--- src/brf_pkg.sv ---
// Shared constants, types and helpers for the block ring FIFO.
package brf_pkg;

	localparam int DEPTH   = 64;
	localparam int BLOCK_W = 32;
	localparam int PTR_W   = $clog2(DEPTH);
	localparam int FILL_W  = $clog2(DEPTH + 1);
	localparam int CAP_W   = 7;
	localparam int REQ_W   = 7;
	localparam int CMD_W   = 3;

	typedef enum logic [CMD_W-1:0] {
		CMD_WRITE  = 3'd0,
		CMD_FWRITE = 3'd1,
		CMD_READ   = 3'd2,
		CMD_PEEK   = 3'd3,
		CMD_FLUSH  = 3'd4
	} cmd_t;

	typedef enum logic {
		ST_IDLE,
		ST_RUN
	} state_t;

	typedef struct packed {
		logic [BLOCK_W-1:0] block;
		logic               has;
		logic               last;
		logic               acc;
		logic               drop;
		logic [FILL_W-1:0]  fill;
	} res_t;

	typedef struct packed {
		logic               we;
		logic [PTR_W-1:0]   waddr;
		logic [BLOCK_W-1:0] wdata;
		logic               re;
		logic [PTR_W-1:0]   raddr;
	} ram_req_t;

	// Pointer step that wraps at the effective capacity.
	function automatic logic [PTR_W-1:0] ptr_next(input logic [PTR_W-1:0] p,
			input logic [FILL_W-1:0] cap);
		logic [FILL_W-1:0] n;
		n = FILL_W'(p) + FILL_W'(1);
		return (n >= cap) ? '0 : n[PTR_W-1:0];
	endfunction

endpackage

--- src/block_ring_fifo.sv ---
// Block ring FIFO top level: store, sequencer and output register.
//
// A circular FIFO of 32-bit blocks with a programmable slot count (capacity,
// 0 treated as 1, above 64 treated as 64); writing capacity also empties the
// FIFO. Write, force write, flush and unknown commands produce one result beat
// each and stream at one item per cycle while out_ready is high. A read or
// peek of n blocks (n = min(request_count, fill level)) produces n beats, one
// per cycle while out_ready is high; it holds the block from acceptance, while
// each block passes through the single read port of the store, until the last
// block drains from the read stage. An empty read or peek, or one with a count
// of zero, gives a single beat with no data. The result register takes a new
// beat in the cycle the previous one is taken, so a result held by a low
// out_ready also holds off the input.
module block_ring_fifo
	import brf_pkg::*;
(
	input  logic               clk,
	input  logic               arst_n,
	input  logic               cfg_we,
	input  logic [CAP_W-1:0]   cfg_data,
	input  logic               in_valid,
	output logic               in_ready,
	input  logic [CMD_W-1:0]   command,
	input  logic [BLOCK_W-1:0] block_in,
	input  logic [REQ_W-1:0]   request_count,
	output logic               out_valid,
	input  logic               out_ready,
	output logic [BLOCK_W-1:0] block_out,
	output logic               has_block,
	output logic               last_of_run,
	output logic               accepted,
	output logic               dropped_oldest,
	output logic [FILL_W-1:0]  fill_level
);

	ram_req_t           ram_req;
	logic [BLOCK_W-1:0] ram_rdata;
	logic               res_valid, out_free, out_valid_q;
	res_t               res, res_q;

	assign out_free = !out_valid_q || out_ready;

	brf_ram #(
		.ADDR_W(PTR_W),
		.DATA_W(BLOCK_W)
	) u_ram (
		.clk  (clk),
		.we   (ram_req.we),
		.waddr(ram_req.waddr),
		.wdata(ram_req.wdata),
		.re   (ram_req.re),
		.raddr(ram_req.raddr),
		.rdata(ram_rdata)
	);

	brf_ctrl u_ctrl (
		.clk          (clk),
		.arst_n       (arst_n),
		.cfg_we       (cfg_we),
		.cfg_data     (cfg_data),
		.in_valid     (in_valid),
		.in_ready     (in_ready),
		.command      (command),
		.block_in     (block_in),
		.request_count(request_count),
		.out_free     (out_free),
		.ram_req      (ram_req),
		.ram_rdata    (ram_rdata),
		.res_valid    (res_valid),
		.res          (res)
	);

	always_ff @(posedge clk or negedge arst_n) begin
		if (!arst_n) begin
			out_valid_q <= 1'b0;
		end else if (res_valid) begin
			out_valid_q <= 1'b1;
		end else if (out_ready) begin
			out_valid_q <= 1'b0;
		end
	end

	always_ff @(posedge clk) begin
		if (res_valid) begin
			res_q <= res;
		end
	end

	assign out_valid      = out_valid_q;
	assign block_out      = res_q.block;
	assign has_block      = res_q.has;
	assign last_of_run    = res_q.last;
	assign accepted       = res_q.acc;
	assign dropped_oldest = res_q.drop;
	assign fill_level     = res_q.fill;

endmodule

--- src/brf_ram.sv ---
// Single-port-write, single-port-read block store with registered read data.
module brf_ram #(
	parameter int ADDR_W = 6,
	parameter int DATA_W = 32
) (
	input  logic              clk,
	input  logic              we,
	input  logic [ADDR_W-1:0] waddr,
	input  logic [DATA_W-1:0] wdata,
	input  logic              re,
	input  logic [ADDR_W-1:0] raddr,
	output logic [DATA_W-1:0] rdata
);

	logic [DATA_W-1:0] mem [2**ADDR_W];

	always_ff @(posedge clk) begin
		if (we) begin
			mem[waddr] <= wdata;
		end
	end

	// Read data holds while re is low, so a stalled beat stays put.
	always_ff @(posedge clk) begin
		if (re) begin
			rdata <= mem[raddr];
		end
	end

endmodule

--- src/brf_ctrl.sv ---
// Command sequencer: pointers, fill count, capacity and the read scan stage.
module brf_ctrl
	import brf_pkg::*;
(
	input  logic               clk,
	input  logic               arst_n,
	input  logic               cfg_we,
	input  logic [CAP_W-1:0]   cfg_data,
	input  logic               in_valid,
	output logic               in_ready,
	input  logic [CMD_W-1:0]   command,
	input  logic [BLOCK_W-1:0] block_in,
	input  logic [REQ_W-1:0]   request_count,
	input  logic               out_free,
	output ram_req_t           ram_req,
	input  logic [BLOCK_W-1:0] ram_rdata,
	output logic               res_valid,
	output res_t               res
);

	state_t             state_q, state_d;
	logic [PTR_W-1:0]   wr_ptr_q, rd_ptr_q, scan_ptr_q;
	logic [FILL_W-1:0]  fill_q, rem_q;
	logic [CAP_W-1:0]   cap_q;
	logic               peek_q;

	logic               rv_s1, last_s1;
	logic [FILL_W-1:0]  fill_s1;

	logic [FILL_W-1:0]  cap_eff, n_req, fill_after;
	logic               accept, start_scan, issue, s1_move;
	logic               is_wr, is_rd, full, drop, acc;
	logic [PTR_W-1:0]   scan_next;

	always_comb begin
		if (cap_q == '0) begin
			cap_eff = FILL_W'(1);
		end else if (int'(cap_q) > DEPTH) begin
			cap_eff = FILL_W'(DEPTH);
		end else begin
			cap_eff = FILL_W'(cap_q);
		end
	end

	assign is_wr = (command == CMD_WRITE) || (command == CMD_FWRITE);
	assign is_rd = (command == CMD_READ) || (command == CMD_PEEK);
	assign full  = fill_q >= cap_eff;
	assign drop  = full && (command == CMD_FWRITE);
	assign acc   = !full || drop;
	assign fill_after = fill_q - FILL_W'(drop) + FILL_W'(acc);

	always_comb begin
		if (int'(request_count) < int'(fill_q)) begin
			n_req = FILL_W'(request_count);
		end else begin
			n_req = fill_q;
		end
	end

	assign s1_move    = rv_s1 && out_free;
	assign accept     = in_valid && in_ready;
	assign start_scan = accept && is_rd && (n_req != '0);
	assign scan_next  = ptr_next(scan_ptr_q, cap_eff);

	// next state
	always_comb begin
		state_d = state_q;
		case (state_q)
			ST_IDLE: begin
				if (start_scan) begin
					state_d = ST_RUN;
				end
			end
			ST_RUN: begin
				if (issue && rem_q == FILL_W'(1)) begin
					state_d = ST_IDLE;
				end
			end
			default: state_d = ST_IDLE;
		endcase
	end

	// outputs
	always_comb begin
		in_ready = 1'b0;
		issue    = 1'b0;
		case (state_q)
			ST_IDLE: in_ready = !rv_s1 && out_free;
			ST_RUN:  issue    = !rv_s1 || out_free;
			default: begin
				in_ready = 1'b0;
				issue    = 1'b0;
			end
		endcase
	end

	always_comb begin
		ram_req.we    = accept && is_wr && acc;
		ram_req.waddr = wr_ptr_q;
		ram_req.wdata = block_in;
		ram_req.re    = issue;
		ram_req.raddr = scan_ptr_q;
	end

	// Result: a scanned block leaving s1, or the single beat of any other item.
	always_comb begin
		res_valid = s1_move || (accept && !start_scan);
		res       = '0;
		res.last  = 1'b1;
		res.fill  = fill_q;
		if (rv_s1) begin
			res.block = ram_rdata;
			res.has   = 1'b1;
			res.last  = last_s1;
			res.fill  = fill_s1;
		end else begin
			case (command)
				CMD_WRITE, CMD_FWRITE: begin
					res.acc  = acc;
					res.drop = drop;
					res.fill = fill_after;
				end
				CMD_FLUSH: res.fill = '0;
				default:   res.fill = fill_q;
			endcase
		end
	end

	always_ff @(posedge clk or negedge arst_n) begin
		if (!arst_n) begin
			state_q    <= ST_IDLE;
			wr_ptr_q   <= '0;
			rd_ptr_q   <= '0;
			scan_ptr_q <= '0;
			fill_q     <= '0;
			rem_q      <= '0;
			cap_q      <= CAP_W'(64);
			peek_q     <= 1'b0;
			rv_s1      <= 1'b0;
		end else begin
			state_q <= state_d;
			if (cfg_we) begin
				cap_q    <= cfg_data;
				wr_ptr_q <= '0;
				rd_ptr_q <= '0;
				fill_q   <= '0;
			end else if (accept) begin
				case (command)
					CMD_WRITE, CMD_FWRITE: begin
						if (drop) begin
							rd_ptr_q <= ptr_next(rd_ptr_q, cap_eff);
						end
						if (acc) begin
							wr_ptr_q <= ptr_next(wr_ptr_q, cap_eff);
						end
						fill_q <= fill_after;
					end
					CMD_READ, CMD_PEEK: begin
						scan_ptr_q <= rd_ptr_q;
						rem_q      <= n_req;
						peek_q     <= (command == CMD_PEEK);
					end
					CMD_FLUSH: begin
						wr_ptr_q <= '0;
						rd_ptr_q <= '0;
						fill_q   <= '0;
					end
					default: ;
				endcase
			end else if (issue) begin
				scan_ptr_q <= scan_next;
				rem_q      <= rem_q - FILL_W'(1);
				if (!peek_q) begin
					rd_ptr_q <= scan_next;
					fill_q   <= fill_q - FILL_W'(1);
				end
			end

			if (issue) begin
				rv_s1 <= 1'b1;
			end else if (s1_move) begin
				rv_s1 <= 1'b0;
			end
		end
	end

	// s1 payload travels alongside the store's registered read data
	always_ff @(posedge clk) begin
		if (issue) begin
			last_s1 <= (rem_q == FILL_W'(1));
			fill_s1 <= peek_q ? fill_q : fill_q - FILL_W'(1);
		end
	end

endmodule
--- config.mk ---
export PLATFORM = sky130hd
export DESIGN_NAME = block_ring_fifo
export DESIGN_NICKNAME = d
export VERILOG_FILES = /design/src/brf_pkg.sv /design/src/block_ring_fifo.sv /design/src/brf_ram.sv /design/src/brf_ctrl.sv
export SDC_FILE = /design/constraint.sdc
export NUM_CORES = 2
export LEC_CHECK = 0
export BUFFER_PORTS_ARGS = -buffer_cell sky130_fd_sc_hd__buf_2
export CORE_MARGIN = 3
export CORE_UTILIZATION = 40
export CTS_CLUSTER_DIAMETER = 80
export DETAILED_ROUTE_END_ITERATION = 10
export SYNTH_ARGS = -nofsm -noshare
export SYNTH_HDL_FRONTEND = slang
export SYNTH_HIERARCHICAL = 1
export SYNTH_SLANG_ARGS = --single-unit
--- constraint.sdc ---
create_clock -name clk -period 13 [get_ports clk]
set_clock_uncertainty 0.05 [all_clocks]
set_input_delay 1.3 -clock clk [delete_from_list [all_inputs] [get_ports clk]]
set_output_delay 1.3 -clock clk [all_outputs]
set_load 0.005 [all_outputs]
# Word-level counts from Yosys, hierarchy flattened
# Memory sizes are Yosys's and may differ from the RTL's. A register that Yosys moved wholly into a read port is not among the register bits.
# Index checks and enable logic that the tools add are counted.
totals:
  register_bits: 94
  mem_count: 1
  input_bits: 54
  output_inout_bits: 45
  wordCells: 121
  ramBits: 2048
mem_list:
  columns: ["memory", "words", "word_bits", "read_ports", "rd_ports_with_merged_regs", "wr", "line", "rtl"]
  rows:
  - ["u_ram.mem", 64, 32, 1, 1, 1, "brf_ram.sv:15", "logic [DATA_W-1:0] mem [2**ADDR_W];"]
classes:
  eq_ne: 10
  reduce_logical: 36
  n_lt_le_gt_ge: 6
  n_addsub: 7
  mux: 40
  bitwise: 3
ops:
  columns: ["operator", "n"]
  rows:
  - ["two-way mux 6 bit", 14]
  - ["two-way mux 7 bit", 11]
  - [">= comparator 7 bit", 4]
  - ["one-hot mux 6 bit (2 select lines)", 2]
  - ["adder 6 x 1 -> 7 bit (second input constant)", 3]
  - ["one-hot mux 7 bit (2 select lines)", 1]
  - ["subtractor 7 x 1 -> 7 bit (second input constant)", 2]
  - ["logical AND 1 bit", 10]
  - ["two-way mux 1 bit", 10]
  - ["AND reduction 3 bit", 3]
  - ["!= test 4 bit (second input constant)", 2]
  - ["nonzero test 2 bit", 4]
  - ["adder 7 x 1 -> 7 bit", 1]
  - ["== test 7 x 1 -> 1 bit (second input constant)", 1]
  - ["> comparator 7 bit (second input constant)", 1]
  - ["logical NOT 7 bit", 1]
  - ["less-than comparator 7 bit", 1]
  - ["nonzero test 7 bit", 1]
  - ["subtractor 7 x 1 -> 7 bit", 1]
  - ["== test 3 x 2 -> 1 bit (second input constant)", 2]
  - ["logical OR 1 bit", 6]
  - ["nonzero test 3 bit", 2]
  - ["OR reduction 2 bit", 3]
  - ["logical NOT 1 bit", 4]
  - ["other kinds (10)", 12]

# Longest topological paths before layout
depth:
  word_depth: 11
  ltp_mapped: 16
  depth_no_buf: 16

# Hierarchy
# Netlist, hierarchy kept.
modules_own_cells:
  columns: ["mod", "seq_area_each_um2", "cells_each", "n_inst", "area_per_inst_um2"]
  rows:
  - ["brf_ram", 62459.9, 3324, 1, 78835.6]
  - ["brf_ctrl", 1292.5, 524, 1, 4559.4]
  - ["block_ring_fifo", 1316.3, 46, 1, 1338.8]

# Least setup slack after synthesis
# OpenSTA, ideal clock, no wires.
synth_path:
  path_kind: "input to register"
  startpoint: "in request_count[4]"
  endpoint: "reg out_valid_q, in the netlist out_valid"
  setup_ns: 0.085
  n_path_buf: 0
  required_ns: 12.865
  path_slack_ns: 6.739
  arrival_time_ns: 6.125
  stages: 7
  cell_sequence: "ha_1 -> a21o_1 -> a211o_1 -> o22ai_2 -> mux2i_1 -> o21ai_0 -> nand2b_2"
synth_between:
  elab_chain_len: 8
  elab_cells_between_ends: 9
  classes_between: "order compare (1); mux (2); reduce/logical (6)"
synth_lines:
  columns: ["element", "line", "rtl"]
  rows:
  - ["from (decl)", "block_ring_fifo.sv:25", "input logic [REQ_W-1:0] request_count,"]
  - ["less-than comparator 7 bit", "brf_ctrl.sv:53", "if (int'(request_count) < int'(fill_q)) begin"]
  - ["two-way mux 7 bit (*)", "brf_ctrl.sv:53", null]
  - ["nonzero test 7 bit (*)", "brf_ctrl.sv:62", "assign start_scan = accept && is_rd && (n_req != '0);"]
  - ["logical AND 1 bit (*)", "brf_ctrl.sv:62", null]
  - ["logical NOT 1 bit (*)", "brf_ctrl.sv:107", "res_valid = s1_move || (accept && !start_scan);"]
  - ["logical AND 1 bit (*)", "brf_ctrl.sv:107", null]
  - ["logical OR 1 bit (*)", "brf_ctrl.sv:107", null]
  - ["via res_valid", "block_ring_fifo.sv:38", "logic res_valid, out_free, out_valid_q;"]
  - ["two-way mux 1 bit / nonzero test 2 bit (equally long branches)", null, null]
  - ["to (signal assigned)", "block_ring_fifo.sv:75", "out_valid_q <= 1'b0;"]
  - ["to (signal assigned)", "block_ring_fifo.sv:77", "out_valid_q <= 1'b1;"]
  - ["to (signal assigned)", "block_ring_fifo.sv:79", "out_valid_q <= 1'b0;"]
  - ["to (decl)", "block_ring_fifo.sv:38", null]
# Mark *: on every way through the listed nets, which the timed path passes. The rest lies on a longest branch.
# A chain may end at the register's enable or synchronous reset.

==> impl_metrics.toml <==
[clock_tree]
clkSinkCount = 2174
clk_latency_ps = 870
postCtsSetupBuffers = 0
cts_tree = "done"
htreeDepth = 4
clockBufferDepth = 3
ctsHoldBuffers = 0
cts_buffers = 215
cts-root-buf = "clkbuf_16"
clk_pin_slew_worst_paths_ps = 60
ctsResizeCount = 0

[synth]
synth_edf_count = 2131
ys_types = 71
yosysSeqAreaShare_pct = 76.8
ys_warn_count = 6
syn_area_um2 = 84700
yosys-top-cells-count = "edfxtp_1, mux4_2, nor2_1, mux2i_1, a21oi_1"
yosys.area.top_type = "edfxtp_1"
syn_nets = 4000
ys_seq_elements = 2174
synth_area_leaders = "edfxtp_1, mux4_2, mux2i_1, dfrtp_1, nor2_1"
syn-instance-count = 3894
synth.most_common_cell = "edfxtp_1"
synth_top_flop_cell = "edfxtp_1"
synth_top_area_share_pct = 75.5
synthArstFlopShare_pct = 1.98
syn_avg_cell_area_um2 = 21.8

[critical_path]
reg2regPathDepth = 12
crit_arrival_ps = 5940
start_kind = "flop"
crit_path_end_kind = "flop"
critical_path_class = "reg -> reg"
worst-path-max-fanout = 32
cp.required_ps = 13370

[flow_run]
drv_cap = 0

[routing]
dr_total_vias = 40600
drtAntennaViolNets = 0
wl_um = 214000
first_pass_iters = 5
vias_per_cell = 5.72
drc = 0
drt_iter0_markers = 4597
routedWlPerCell_um = 30.1

[sta]
setup_violations = 0
relSlewSlack_pct = 17.1
period_needed_ps = 5570
worst_pin_slew_ps = 1240
rsz0062_at_grt = "no"
max_freq_mhz = 180
tns_ps = 0
report.final.slew_viol_count = 0
hold_viol = 0
timing.final.crit_share_pct = 42.8
hold_ws_ps = 437

[floorplanning]
die_width_um = 466
core_area_um2 = 210000
rows = 168
die_y_um = 466
boundaryPins = 99
start_util_pct = 40.3
die_area_um2 = 217000

[placed_design]
place_congestion = 0.798
numPortBuffers = 98
hpwl_um = 118000
dp_cells = 6689

[global_routing]
track_usage_pct = 19.5
grt_max_degree = 97
globalRouteOverflowTotal = 0
grt_antenna_before_repair = 27
grt_pass1_vias = 40800
grt_pass1_wl_um = 304000

[finish]
drive_above_1_share_pct = 27.3
fin_cells = 7098
nNetsFinal = 4207
area_growth_pct = 13.3
nFillCells = 17500

[status]
status = "complete, no violations"

[pwr]
p_per_area_nw_per_um2 = 206
power.leakage_nw = 30.2
ir_drop_mv = 0.333

[worst_hold_path]
hold_depth = 1
min_path_type = "reg -> reg"
## state kept, by name, summed over array words and instances, names as in the netlist
name and cells:
fill_level 7, u_ctrl/cap_q 7, block_out 32, u_ctrl/peek_q 1, last_of_run 1, u_ram/mem 2048, dropped_oldest 1, has_block 1
u_ctrl/rd_ptr_q 6, accepted 1, u_ctrl/rem_q 7, u_ctrl/fill_s1 7, u_ctrl/state_q 1, u_ctrl/rv_s1 1, out_valid 1, u_ram/rdata 32
u_ctrl/last_s1 1, u_ctrl/wr_ptr_q 6, u_ctrl/fill_q 7, u_ctrl/scan_ptr_q 6
## layout by cell type (no fill, tap or decap), types with 35 or more instances in the layout
master and count:
a21oi_1 90, buf_2 98, dfrtp_1 36, clkbuf_1 51
clkbuf_16 216, edfxtp_1 2131, mux4_2 544, buf_4 125
and2_1 35, mux2i_1 106, ha_1 51, o22ai_1 86
nor2_1 118, nor2_4 62, clkinv_1 60, nand2_1 60
## metrics by stage
| step | util [%] | setup slack (ps) | area (µm²) | total power [mW] |
|---|---|---|---|---|
| floorplan | - | 6740 | 84700 | 12.1 |
| global placement | 42.4 | 7340 | 89100 | 14.0 |
| detailed placement | 42.4 | 7280 | 89100 | 14.0 |
| CTS | 45.7 | 7520 | 96000 | 20.0 |
| global route | 45.7 | 7120 | 96000 | 20.6 |
| finish | 45.7 | 7430 | 96000 | 19.8 |
## path summary, 6_finish.rpt
kind                                                  start                               end  slack, ps
max in group asynchronous                            arst_n  u_ctrl/scan_ptr_q[3]$_DFFE_PN0P_      11930
min in group asynchronous                            arst_n         u_ctrl/peek_q$_DFFE_PN0P_        500
worst min-delay path               u_ram/rdata[3]$_DFFE_PP_            block_out[3]$_DFFE_PP_        440
worst min register to register     u_ram/rdata[3]$_DFFE_PP_            block_out[3]$_DFFE_PP_        440
worst max register to register  u_ctrl/cap_q[4]$_DFFE_PN0P_        u_ram/mem[62][2]$_DFFE_PP_       7430
worst max-delay path            u_ctrl/cap_q[4]$_DFFE_PN0P_        u_ram/mem[62][2]$_DFFE_PP_       7430
## worst max-delay path: stages (launching register included)
cell	delay, ps
dfrtp_1	400
nor3_1	190
a21oi_1	90
nor2_1	320
ha_1	310
nor2b_1	100
o21ai_0	100
a21oi_1	410
nor2_1	120
nor2_1	740
nor2b_1	340
nand3_1	730
nor2_4	1220
## power by group
| part | leakage (nW) | switching (mW) | internal (mW) |
|---|---|---|---|
| registers | 19.7 | 0.262 | 7.99 |
| clock network | 3.35 | 2.65 | 3.43 |
| logic | 7.12 | 3.12 | 2.36 |
| total | 30.2 | 6.03 | 13.8 |
## logic make-up (layout without fill, tap and decap cells)
family	Yosys count	after routing	synth area share [%]
multiplexers	663	663	15.9
AO/OA/AOI/OAI	320	320	2.49
buffers and inverters	262	654	1.56
XOR/XNOR	23	23	0.238
AND/OR/NAND/NOR	399	399	2.25
adder cells (fa/ha/maj)	52	52	0.777
other	1	8	0.00443
flip-flops	2174	2174	76.8
## final cells by class
type | count | area (µm²) | area share [%]
clock inverters | 135 | 1350 | 1.41
well taps | 2805 | 3510 | 3.65
inverters | 24 | 90.1 | 0.0938
diodes | 7 | 17.5 | 0.0182
repair buffers | 228 | 1530 | 1.59
flip-flops and latches | 2174 | 65100 | 67.8
clock buffers | 267 | 5600 | 5.83
multi-input cells | 1458 | 18800 | 19.6
## routing by layer
metal | vias up | routed length (µm) | global-route usage, %
met4 | 6 | 4840 | 4.89
met3 | 300 | 16100 | 3.83
met5 | - | 36 | 0
li1 | 16800 | - | -
met1 | 21900 | 88400 | 27.4
met2 | 1618 | 104000 | 31.6
(Power assumes the default switching activity.)
